===== src/hw/rtl/gopd_pkg.sv =====
// Shared types and constants for the glyph outline point decoder.
// No dependencies; imported by the decoder top level and its testbench.
package gopd_pkg;

	// Largest point count a glyph may have; stores are this deep
	localparam int MAX_POINTS = 64;
	localparam int PT_AW      = 6;

	// Flag bits of a simple glyph
	localparam int FLAG_X_SHORT = 1;
	localparam int FLAG_Y_SHORT = 2;
	localparam int FLAG_REPEAT  = 3;
	localparam int FLAG_X_SAME  = 4;
	localparam int FLAG_Y_SAME  = 5;

	localparam logic [15:0] BBOX_BYTES = 16'd8;

	// Result status codes
	typedef enum logic [1:0] {
		ST_OK        = 2'd0,
		ST_COMPOSITE = 2'd1,
		ST_TOO_MANY  = 2'd2
	} status_t;

	// Record parse phase
	typedef enum logic [3:0] {
		PH_IDLE, PH_NC_LO, PH_BBOX, PH_ENDPTS, PH_ILEN_HI, PH_ILEN_LO,
		PH_INSTR, PH_FLAG, PH_REPEAT, PH_XB, PH_XL, PH_YB, PH_YL, PH_DONE
	} phase_t;

	// Sequencer state
	typedef enum logic [2:0] {
		C_IN, C_RPT, C_XRD, C_XEV, C_YRD, C_YEV, C_PEMIT, C_ERR
	} ctl_t;

endpackage


===== src/hw/rtl/gopd_ram.sv =====
// Simple dual-port synchronous RAM, one write and one registered read port.
// Generic; no package dependency.
module gopd_ram #(
	parameter int WIDTH = 8,
	parameter int DEPTH = 64
) (
	input  logic                     clk,
	input  logic                     we,
	input  logic [$clog2(DEPTH)-1:0] waddr,
	input  logic [WIDTH-1:0]         wdata,
	input  logic [$clog2(DEPTH)-1:0] raddr,
	output logic [WIDTH-1:0]         rdata
);
	logic [WIDTH-1:0] mem [DEPTH];

	// write port
	always_ff @(posedge clk) begin
		if (we) begin
			mem[waddr] <= wdata;
		end
	end

	// registered read port
	always_ff @(posedge clk) begin
		rdata <= mem[raddr];
	end
endmodule


===== src/hw/rtl/glyph_outline_point_decoder_unit.sv =====
// Glyph outline point decoder, top level.
// Uses gopd_pkg and two gopd_ram instances (flag store, x store).

// Takes a simple-glyph record one byte per transfer (tuser marks the first
// byte) and returns one transfer per point with absolute x and y, or one
// status transfer for a composite or oversized glyph. Header, end-point,
// instruction and coordinate bytes are taken one per cycle while s_tready is
// high. Flag repeats fill the flag store at one point per cycle with input
// stalled; the x and y passes read the flag store through its registered
// port, so every point passes a read and an evaluate state before its
// coordinate bytes are taken, a point with y bytes loads its result after
// them, and points with no y bytes are sent with no input taken. A result
// waits in the output register while the next lookup runs; the block stalls
// only when a second result is ready before the first has been taken.
module glyph_outline_point_decoder_unit (
	input  logic        clk,
	input  logic        arst_n,
	input  logic        s_tvalid,
	output logic        s_tready,
	input  logic [7:0]  s_tdata,   // [7:0] data_byte
	input  logic        s_tuser,   // [0] first_byte
	output logic        m_tvalid,
	input  logic        m_tready,
	output logic [39:0] m_tdata,   // [15:0] x_coord, [31:16] y_coord, [37:32] point_index
	output logic [1:0]  m_tuser,   // [1:0] status
	output logic        m_tlast    // last_point
);
	import gopd_pkg::*;

	ctl_t        ctl_q, ctl_d;
	phase_t      phase_q, phase_d;
	logic [15:0] fc_q, fc_d, cc_q, cc_d, lep_q, lep_d, sk_q, sk_d;
	logic [7:0]  hold_q, hold_d, rep_q, rep_d, flag_q, flag_d, cur_q, cur_d;
	logic [6:0]  pc_q, pc_d, ec_q, ec_d, np;
	logic [15:0] xs_q, xs_d, ys_q, ys_d, xh_q, xh_d;
	status_t     err_q, err_d;
	logic        mv_q, mv_d, out_free, load;
	logic [15:0] ox_d, oy_d;
	logic [5:0]  oi_d;
	logic        ol_d;
	status_t     os_d;
	logic [15:0] ox_q, oy_q;
	logic [5:0]  oi_q;
	logic        ol_q;
	status_t     os_q;

	logic             fw_we, xw_we;
	logic [PT_AW-1:0] fw_addr, xw_addr, fr_addr;
	logic [7:0]       fw_data, flag_rd;
	logic [15:0]      xw_data, x_rd;

	gopd_ram #(.WIDTH(8), .DEPTH(MAX_POINTS)) u_flag_ram (
		.clk(clk), .we(fw_we), .waddr(fw_addr), .wdata(fw_data),
		.raddr(fr_addr), .rdata(flag_rd)
	);

	gopd_ram #(.WIDTH(16), .DEPTH(MAX_POINTS)) u_x_ram (
		.clk(clk), .we(xw_we), .waddr(xw_addr), .wdata(xw_data),
		.raddr(ec_q[PT_AW-1:0]), .rdata(x_rd)
	);

	assign np       = {1'b0, lep_q[PT_AW-1:0]} + 7'd1;
	assign out_free = !mv_q || m_tready;
	assign fr_addr  = (ctl_q == C_YRD) ? ec_q[PT_AW-1:0] : pc_q[PT_AW-1:0];

	// sequencer: next state, store writes, result load
	always_comb begin
		ctl_d = ctl_q; phase_d = phase_q; fc_d = fc_q; cc_d = cc_q; lep_d = lep_q;
		sk_d = sk_q; hold_d = hold_q; rep_d = rep_q; flag_d = flag_q; cur_d = cur_q;
		pc_d = pc_q; ec_d = ec_q; xs_d = xs_q; ys_d = ys_q; xh_d = xh_q; err_d = err_q;
		s_tready = 1'b0;
		fw_we = 1'b0; fw_addr = pc_q[PT_AW-1:0]; fw_data = flag_q;
		xw_we = 1'b0; xw_addr = pc_q[PT_AW-1:0]; xw_data = xs_q;
		load = 1'b0; ox_d = '0; oy_d = '0; oi_d = '0; ol_d = 1'b1; os_d = ST_OK;
		case (ctl_q)
			C_IN: begin
				s_tready = 1'b1;
				if (s_tvalid) begin
					if (s_tuser) begin
						hold_d = s_tdata; fc_d = '0; cc_d = '0; lep_d = '0; sk_d = '0;
						rep_d = '0; pc_d = '0; ec_d = '0; xs_d = '0; ys_d = '0;
						phase_d = PH_NC_LO;
					end else begin
						case (phase_q)
							PH_NC_LO: begin
								cc_d = {hold_q, s_tdata};
								if (hold_q[7]) begin
									err_d = ST_COMPOSITE; ctl_d = C_ERR; phase_d = PH_DONE;
								end else begin
									fc_d = BBOX_BYTES; phase_d = PH_BBOX;
								end
							end
							PH_BBOX: begin
								fc_d = fc_q - 16'd1;
								if (fc_q == 16'd1) begin
									if (cc_q == '0) begin
										phase_d = PH_ILEN_HI;
									end else begin
										fc_d = {cc_q[14:0], 1'b0}; phase_d = PH_ENDPTS;
									end
								end
							end
							PH_ENDPTS: begin
								if (!fc_q[0]) hold_d = s_tdata;
								else lep_d = {hold_q, s_tdata};
								fc_d = fc_q - 16'd1;
								if (fc_q == 16'd1) begin
									if (lep_d >= 16'(MAX_POINTS)) begin
										err_d = ST_TOO_MANY; ctl_d = C_ERR; phase_d = PH_DONE;
									end else begin
										phase_d = PH_ILEN_HI;
									end
								end
							end
							PH_ILEN_HI: begin
								hold_d = s_tdata; phase_d = PH_ILEN_LO;
							end
							PH_ILEN_LO, PH_INSTR: begin
								sk_d = (phase_q == PH_INSTR) ? sk_q - 16'd1 : {hold_q, s_tdata};
								if (sk_d == '0) begin
									if (cc_q == '0) begin
										phase_d = PH_DONE;
									end else begin
										pc_d = '0; phase_d = PH_FLAG;
									end
								end else begin
									phase_d = PH_INSTR;
								end
							end
							PH_FLAG: begin
								fw_we = 1'b1; fw_data = s_tdata; flag_d = s_tdata;
								pc_d = pc_q + 7'd1;
								if (s_tdata[FLAG_REPEAT]) begin
									phase_d = PH_REPEAT;
								end else if (pc_d >= np) begin
									pc_d = '0; ctl_d = C_XRD;
								end
							end
							PH_REPEAT: begin
								rep_d = s_tdata; ctl_d = C_RPT;
							end
							PH_XB, PH_XL: begin
								if (phase_q == PH_XB && !cur_q[FLAG_X_SHORT]) begin
									hold_d = s_tdata; phase_d = PH_XL;
								end else begin
									if (phase_q == PH_XL) xs_d = xs_q + {hold_q, s_tdata};
									else if (cur_q[FLAG_X_SAME]) xs_d = xs_q + {8'd0, s_tdata};
									else xs_d = xs_q - {8'd0, s_tdata};
									xw_we = 1'b1; xw_data = xs_d;
									pc_d = pc_q + 7'd1; ctl_d = C_XRD;
								end
							end
							PH_YB, PH_YL: begin
								if (phase_q == PH_YB && !cur_q[FLAG_Y_SHORT]) begin
									hold_d = s_tdata; phase_d = PH_YL;
								end else begin
									if (phase_q == PH_YL) ys_d = ys_q + {hold_q, s_tdata};
									else if (cur_q[FLAG_Y_SAME]) ys_d = ys_q + {8'd0, s_tdata};
									else ys_d = ys_q - {8'd0, s_tdata};
									ctl_d = C_PEMIT;
								end
							end
							default: ;
						endcase
					end
				end
			end
			// copy the repeated flag, one point a cycle
			C_RPT: begin
				if (rep_q != '0 && pc_q < np) begin
					fw_we = 1'b1; pc_d = pc_q + 7'd1; rep_d = rep_q - 8'd1;
				end else begin
					rep_d = '0;
					if (pc_q >= np) begin
						pc_d = '0; ctl_d = C_XRD;
					end else begin
						phase_d = PH_FLAG; ctl_d = C_IN;
					end
				end
			end
			C_XRD: begin
				if (pc_q >= np) begin
					ec_d = '0; ctl_d = C_YRD;
				end else begin
					ctl_d = C_XEV;
				end
			end
			// points with no x bytes repeat the running x
			C_XEV: begin
				if (!flag_rd[FLAG_X_SHORT] && flag_rd[FLAG_X_SAME]) begin
					xw_we = 1'b1; pc_d = pc_q + 7'd1; ctl_d = C_XRD;
				end else begin
					cur_d = flag_rd; phase_d = PH_XB; ctl_d = C_IN;
				end
			end
			C_YRD: begin
				if (ec_q >= np) begin
					phase_d = PH_DONE; ctl_d = C_IN;
				end else begin
					ctl_d = C_YEV;
				end
			end
			C_YEV: begin
				xh_d = x_rd;
				if (!flag_rd[FLAG_Y_SHORT] && flag_rd[FLAG_Y_SAME]) begin
					ctl_d = C_PEMIT;
				end else begin
					cur_d = flag_rd; phase_d = PH_YB; ctl_d = C_IN;
				end
			end
			C_PEMIT: begin
				if (out_free) begin
					load = 1'b1; ox_d = xh_q; oy_d = ys_q; oi_d = ec_q[PT_AW-1:0];
					ol_d = (ec_q + 7'd1 == np);
					ec_d = ec_q + 7'd1; ctl_d = C_YRD;
				end
			end
			C_ERR: begin
				if (out_free) begin
					load = 1'b1; os_d = err_q; ctl_d = C_IN;
				end
			end
			default: ctl_d = C_IN;
		endcase
		mv_d = load ? 1'b1 : (m_tready ? 1'b0 : mv_q);
	end

	// control and running state
	always_ff @(posedge clk or negedge arst_n) begin
		if (!arst_n) begin
			ctl_q <= C_IN; phase_q <= PH_IDLE; fc_q <= '0; cc_q <= '0; lep_q <= '0;
			sk_q <= '0; hold_q <= '0; rep_q <= '0; flag_q <= '0; cur_q <= '0;
			pc_q <= '0; ec_q <= '0; xs_q <= '0; ys_q <= '0; xh_q <= '0;
			err_q <= ST_OK; mv_q <= 1'b0;
		end else begin
			ctl_q <= ctl_d; phase_q <= phase_d; fc_q <= fc_d; cc_q <= cc_d; lep_q <= lep_d;
			sk_q <= sk_d; hold_q <= hold_d; rep_q <= rep_d; flag_q <= flag_d; cur_q <= cur_d;
			pc_q <= pc_d; ec_q <= ec_d; xs_q <= xs_d; ys_q <= ys_d; xh_q <= xh_d;
			err_q <= err_d; mv_q <= mv_d;
		end
	end

	// output register payload
	always_ff @(posedge clk) begin
		if (load) begin
			ox_q <= ox_d; oy_q <= oy_d; oi_q <= oi_d; ol_q <= ol_d; os_q <= os_d;
		end
	end

	assign m_tvalid = mv_q;
	assign m_tdata  = {2'b00, oi_q, oy_q, ox_q};
	assign m_tuser  = os_q;
	assign m_tlast  = ol_q;

`ifndef SYNTHESIS
	a_xev_after_read: assert property (@(posedge clk) disable iff (!arst_n)
		ctl_q == C_XEV |-> $past(ctl_q) == C_XRD)
		else $error("x lookup evaluated without a flag read");
	a_pc_bound: assert property (@(posedge clk) disable iff (!arst_n)
		pc_q <= 7'(MAX_POINTS))
		else $error("point counter past store depth");
	a_err_last: assert property (@(posedge clk) disable iff (!arst_n)
		m_tvalid && m_tuser != ST_OK |-> m_tlast && m_tdata == '0)
		else $error("error result malformed");
	a_no_input_in_walk: assert property (@(posedge clk) disable iff (!arst_n)
		ctl_q == C_PEMIT |-> !s_tready)
		else $error("input taken while a point is pending");
`endif
endmodule


===== config.mk =====
export PLATFORM = sky130hd
export DESIGN_NAME = glyph_outline_point_decoder_unit
export DESIGN_NICKNAME = d
export VERILOG_FILES = /design/src/hw/rtl/gopd_pkg.sv /design/src/hw/rtl/gopd_ram.sv /design/src/hw/rtl/glyph_outline_point_decoder_unit.sv
export SDC_FILE = /design/constraint.sdc
export NUM_CORES = 2
export LEC_CHECK = 0
export BUFFER_PORTS_ARGS = -buffer_cell sky130_fd_sc_hd__buf_2
export CAP_MARGIN = 30
export CORE_MARGIN = 10
export CORE_UTILIZATION = 57
export CTS_BUF_LIST = sky130_fd_sc_hd__clkbuf_16
export DETAILED_ROUTE_END_ITERATION = 6
export PLACE_DENSITY_LB_ADDON = 0.15
export SYNTH_ARGS = -nofsm -noshare
export SYNTH_HDL_FRONTEND = slang
export SYNTH_SLANG_ARGS = --single-unit

===== constraint.sdc =====
create_clock -name clk -period 5.1 [get_ports clk]
set_clock_uncertainty 0.1 [all_clocks]
set_input_delay 0.51 -clock clk [delete_from_list [all_inputs] [get_ports clk]]
set_output_delay 0.51 -clock clk [all_outputs]
set_load 0.03 [all_outputs]

==> results summary <==
The worst pin sits at a relative slew slack of 0.344. The buffer cell driving the clock tree root is clkbuf_16. The number of buffers on the longest clock path is 3. The starting density of the core is 0.572.

The total clock sinks is 1501. The number of top-level design ports came out at 58. In the synthesized netlist the dominant register cell turns out to be edfxtp_1.

The register share of total power is 0.432. The worst hold path terminates at cc_q[4]. The number of global-route vias before repair is 34.5k. Entering global routing, the biggest net connects 134 pins. The highest ir drop seen on vdd came out at 0.000330 V.

The run finished, with violations left. The net switching power of the design came out at 11400 uW. The total of max-cap violations is 0.

The arrival time of the worst setup path is around 4.9 ns. The placer's final routability congestion estimate came out at 0.919. The reg2reg setup slack came out at between 0.5 and 0.6 ns. The pre-antenna-repair detailed-routing pass consisted of 7 iterations. The endpoint identified for the worst register-to-register timing path is u_x_ram.mem[53][15]. The total detailed-routing wirelength is 153000 um. The largest fanout of any net on the critical path is 64. The switching power as a share of total power came out at 0.307. TritonCTS built the clock tree. The count of standard-cell rows is ~120. The worst hold path belongs to the class in2reg. The number of standard cells after synthesis is 3485.

For this run, the top clock speed supported by timing is roughly 220 MHz. At the end of the flow, the number of nets in the layout was 3736. The combinational share of power is 0.272. The H-tree was split into 4 levels. The checks that failed: DRC. The clock-pin slew reported for the worst setup and hold paths after clock tree synthesis came out at 0.06 ns.

The final critical-path share of the clock period is 0.885. The total negative slack for setup checks came out at 0 ns. Cell internal power was estimated by the tool at 25700 uW. The number of synthesized flops with an enable pin came out at 1321. The sequential element share of the synthesized area is 0.710. The number of buffer cells added on primary ports is 55. The share of flip-flops with an asynchronous set or reset after synthesis came out at 0.107. The number of standard cells in the layout, taps in and fillers out is 5195. Overall power consumption after layout is estimated at approximately 37000 uW. The netlist area before placement came out at approximately 62000 um2. The worst setup path is captured at a register. In this run the horizontal extent of the chip is 350 um. The detailed router's first-iteration violation count is 3779. The growth of design area from synthesis to finish is 12.5%. The total area inside the core boundary comes to 109000 um2. The Yosys warning count came out at 0. The flop and latch count out of synthesis is 1501. For the pin with the worst max-slew slack, the measured transition is just under 1 ns. The total vias in the final route came out at 34.2k.

For this run, global-route usage on met3 was measured as 0.0449. The smallest clock period supported by the final layout is computed as around 4.5 ns. The post-detailed-placement half-perimeter wirelength is 92800 um. The post-detailed-route wirelength per cell came out at slightly below 30 um. STA classifies the critical path startpoint as a register. The power per unit of standard cell area came out at 531 nW/um2. Buffers inserted during clock tree synthesis total 152.

In this run, distinct cell masters in the synthesized netlist total 82. met2 is the most crowded layer. In the routed layout, each cell is associated on average with a via count of 6.58. The number of antenna violations at the first check in global routing came out at 11.

After detailed placement, the design holds a cell count of 4915. The share of final-layout standard cells stronger than drive strength 1 is 0.238. Along the worst hold path, the cell count comes to 3. Setup violations remaining at the end of the flow were counted as 0. In the routed design, unresolved DRC markers number 2. After global routing the overflow that remains totals 0. For this run, global-route usage on met1 was measured as 0.366.

The global-route wire length before repair came out at between 200000 and 250000 um. The total setup buffers inserted after CTS came out at 0. The leakage power came out at 0.0232 uW. The number of nets still failing antenna checks after routing came out at 0.

Clock latency on the worst-skew pair, taken at its later pin, is 0.77 ns. The mean cell area of the mapped netlist came out at 17.8 um2. The share of total power in the clock network is 0.296. The total die area came out at 123000 um2.

The final max-slew violation count came to 0. Leaving out fill and tap cells, the most frequent cells in the layout are 1321 x edfxtp_1, 400 x mux4_2, 242 x nor2_1. Setup repair after global routing left no endpoint under its margin.

The critical path is of the reg2reg type. The met2 track demand over resource in global routing is 0.399. The vertical die dimension came out at around 350 um. The startpoint identified for the worst register-to-register timing path is phase_q[2]. The post-cts gate resize count is 0. The number of filler instances in the final layout came out at 7289.

The required time of the critical path came out at 5.47 ns. The library cell used most frequently in the layout, excluding fill and tap cells, is edfxtp_1. The worst hold path begins at s_tdata[4]. The total count of hold-check failures in the final report is 0.

The total global routing track utilization came out at 0.254. The number of cells on the worst reg-to-reg path is 16.
[through the flow]
| stage | cell area, um2 | hold WS (ns) | util | worst slack (ns) |
|---|---|---|---|---|
| finish | 69800 | 0.0584 | 0.643 | 0.584 |
| global route | 69800 | 0.0600 | 0.643 | 0.219 |
| CTS | 69800 | 0.0141 | 0.643 | 0.688 |
| detailed placement | 64800 | 0.349 | 0.597 | 0.514 |
| global placement | 64800 | 0.344 | 0.597 | 0.552 |
| floorplan | 62100 | 0.114 | - | 0.359 |
[critical path, cell delays in order, from the launching register on]
cell and delay (ns):
dfrtp_1 0.46, nor2_1 0.26, nand2_1 0.13, nand2b_1 0.16
nor2_1 0.07, xor2_1 0.15, ha_1 0.35, o21ai_0 0.11
o21a_1 0.19, o21ai_0 0.34, a21oi_1 0.14, o311ai_0 0.48
a21oi_1 0.15, xor2_1 0.25, nand2_1 0.18, xnor2_4 0.17
buf_4 0.50
[routing by layer]
layer | vias up | share of wire | routed length, um
li1 | 14291 | - | -
met1 | 17805 | 0.41 | 62200
met2 | 1788 | 0.48 | 73100
met3 | 280 | 0.089 | 13600
met4 | 4 | 0.029 | 4460
met5 | - | 0.00018 | 27
[synth_stat cells, drive strengths merged (26+ instances only)]
master / n / area (um2)
a21oi: 70 / 350
a22oi: 42 / 315
and2: 46 / 288
buf: 56 / 248
clkbuf: 133 / 499
dfrtp: 160 / 4000
edfxtp: 1321 / 39700
ha: 63 / 788
inv: 45 / 169
mux2: 32 / 364
mux4: 400 / 9010
nand2: 236 / 886
nand3: 55 / 275
nor2: 246 / 928
nor3: 49 / 262
o21ai: 145 / 726
xnor2: 40 / 350
xor2: 26 / 228
[how the worst max path moves through the flow]
stage,start,end,slack [ns],cells after the start
floorplan,s_tdata[1],u_x_ram.mem[0][15],0.36,17
global placement,s_tdata[1],u_x_ram.mem[60][15],0.55,18
detailed placement,s_tdata[1],u_x_ram.mem[58][15],0.51,17
CTS,phase_q[2],u_x_ram.mem[28][15],0.69,16
global route,phase_q[2],u_x_ram.mem[53][15],0.22,16
finish,phase_q[2],u_x_ram.mem[53][15],0.58,16
[sequential cells by signal, indices dropped and copies added, names as in the netlist, 6 cells and up]
| signal | cells |
|---|---|
| oy_q | 16 |
| u_flag_ram.mem | 256 |
| lep_q | 16 |
| oi_q | 6 |
| xs_q | 16 |
| rep_q | 8 |
| u_x_ram.rdata | 16 |
| fc_q | 16 |
| hold_q | 8 |
| sk_q | 16 |
| pc_q | 7 |
| u_x_ram.mem | 1024 |
| cc_q | 16 |
| ox_q | 16 |
| xh_q | 16 |
| ec_q | 7 |
| ys_q | 16 |
[what timing repair did]
item | CTS | global route
hold endpoints to repair | 89 | 0
hold buffers | 2 | 0
endpoints found under the setup margin | 0 | 0
[power groups by stage]
stage	clock network, uW	logic (uW)	registers [uW]
global placement	0	9730	16200
CTS	11100	10100	16000
finish	11000	10100	16000
global route	11600	11000	16100
detailed placement	0	10000	16300
floorplan	0	7030	16000
[final cells by class]
type / instances / area [um2] / area share
repair buffers: 207 / 1610 / 0.0231
flip-flops and latches: 1501 / 44100 / 0.631
well taps: 1414 / 1770 / 0.0253
clock buffers: 159 / 3980 / 0.0570
clock inverters: 117 / 992 / 0.0142
diodes: 1 / 2.50 / 0.0000358
multi-input cells: 1750 / 17200 / 0.247
inverters: 46 / 173 / 0.00247
[cell families after synthesis]
group | after synthesis | synth area share
DFF | 1501 | 0.710
and+or+nand+nor | 752 | 0.0557
muxes | 446 | 0.153
AOI/OAI and AO/OA | 419 | 0.0436
buffers and inverters | 235 | 0.0148
xor gates and xnor gates | 66 | 0.00931
adders and majority gates | 65 | 0.0133
other | 1 | 0.0000604
No activity file was read; power rests on OpenSTA's default activity.
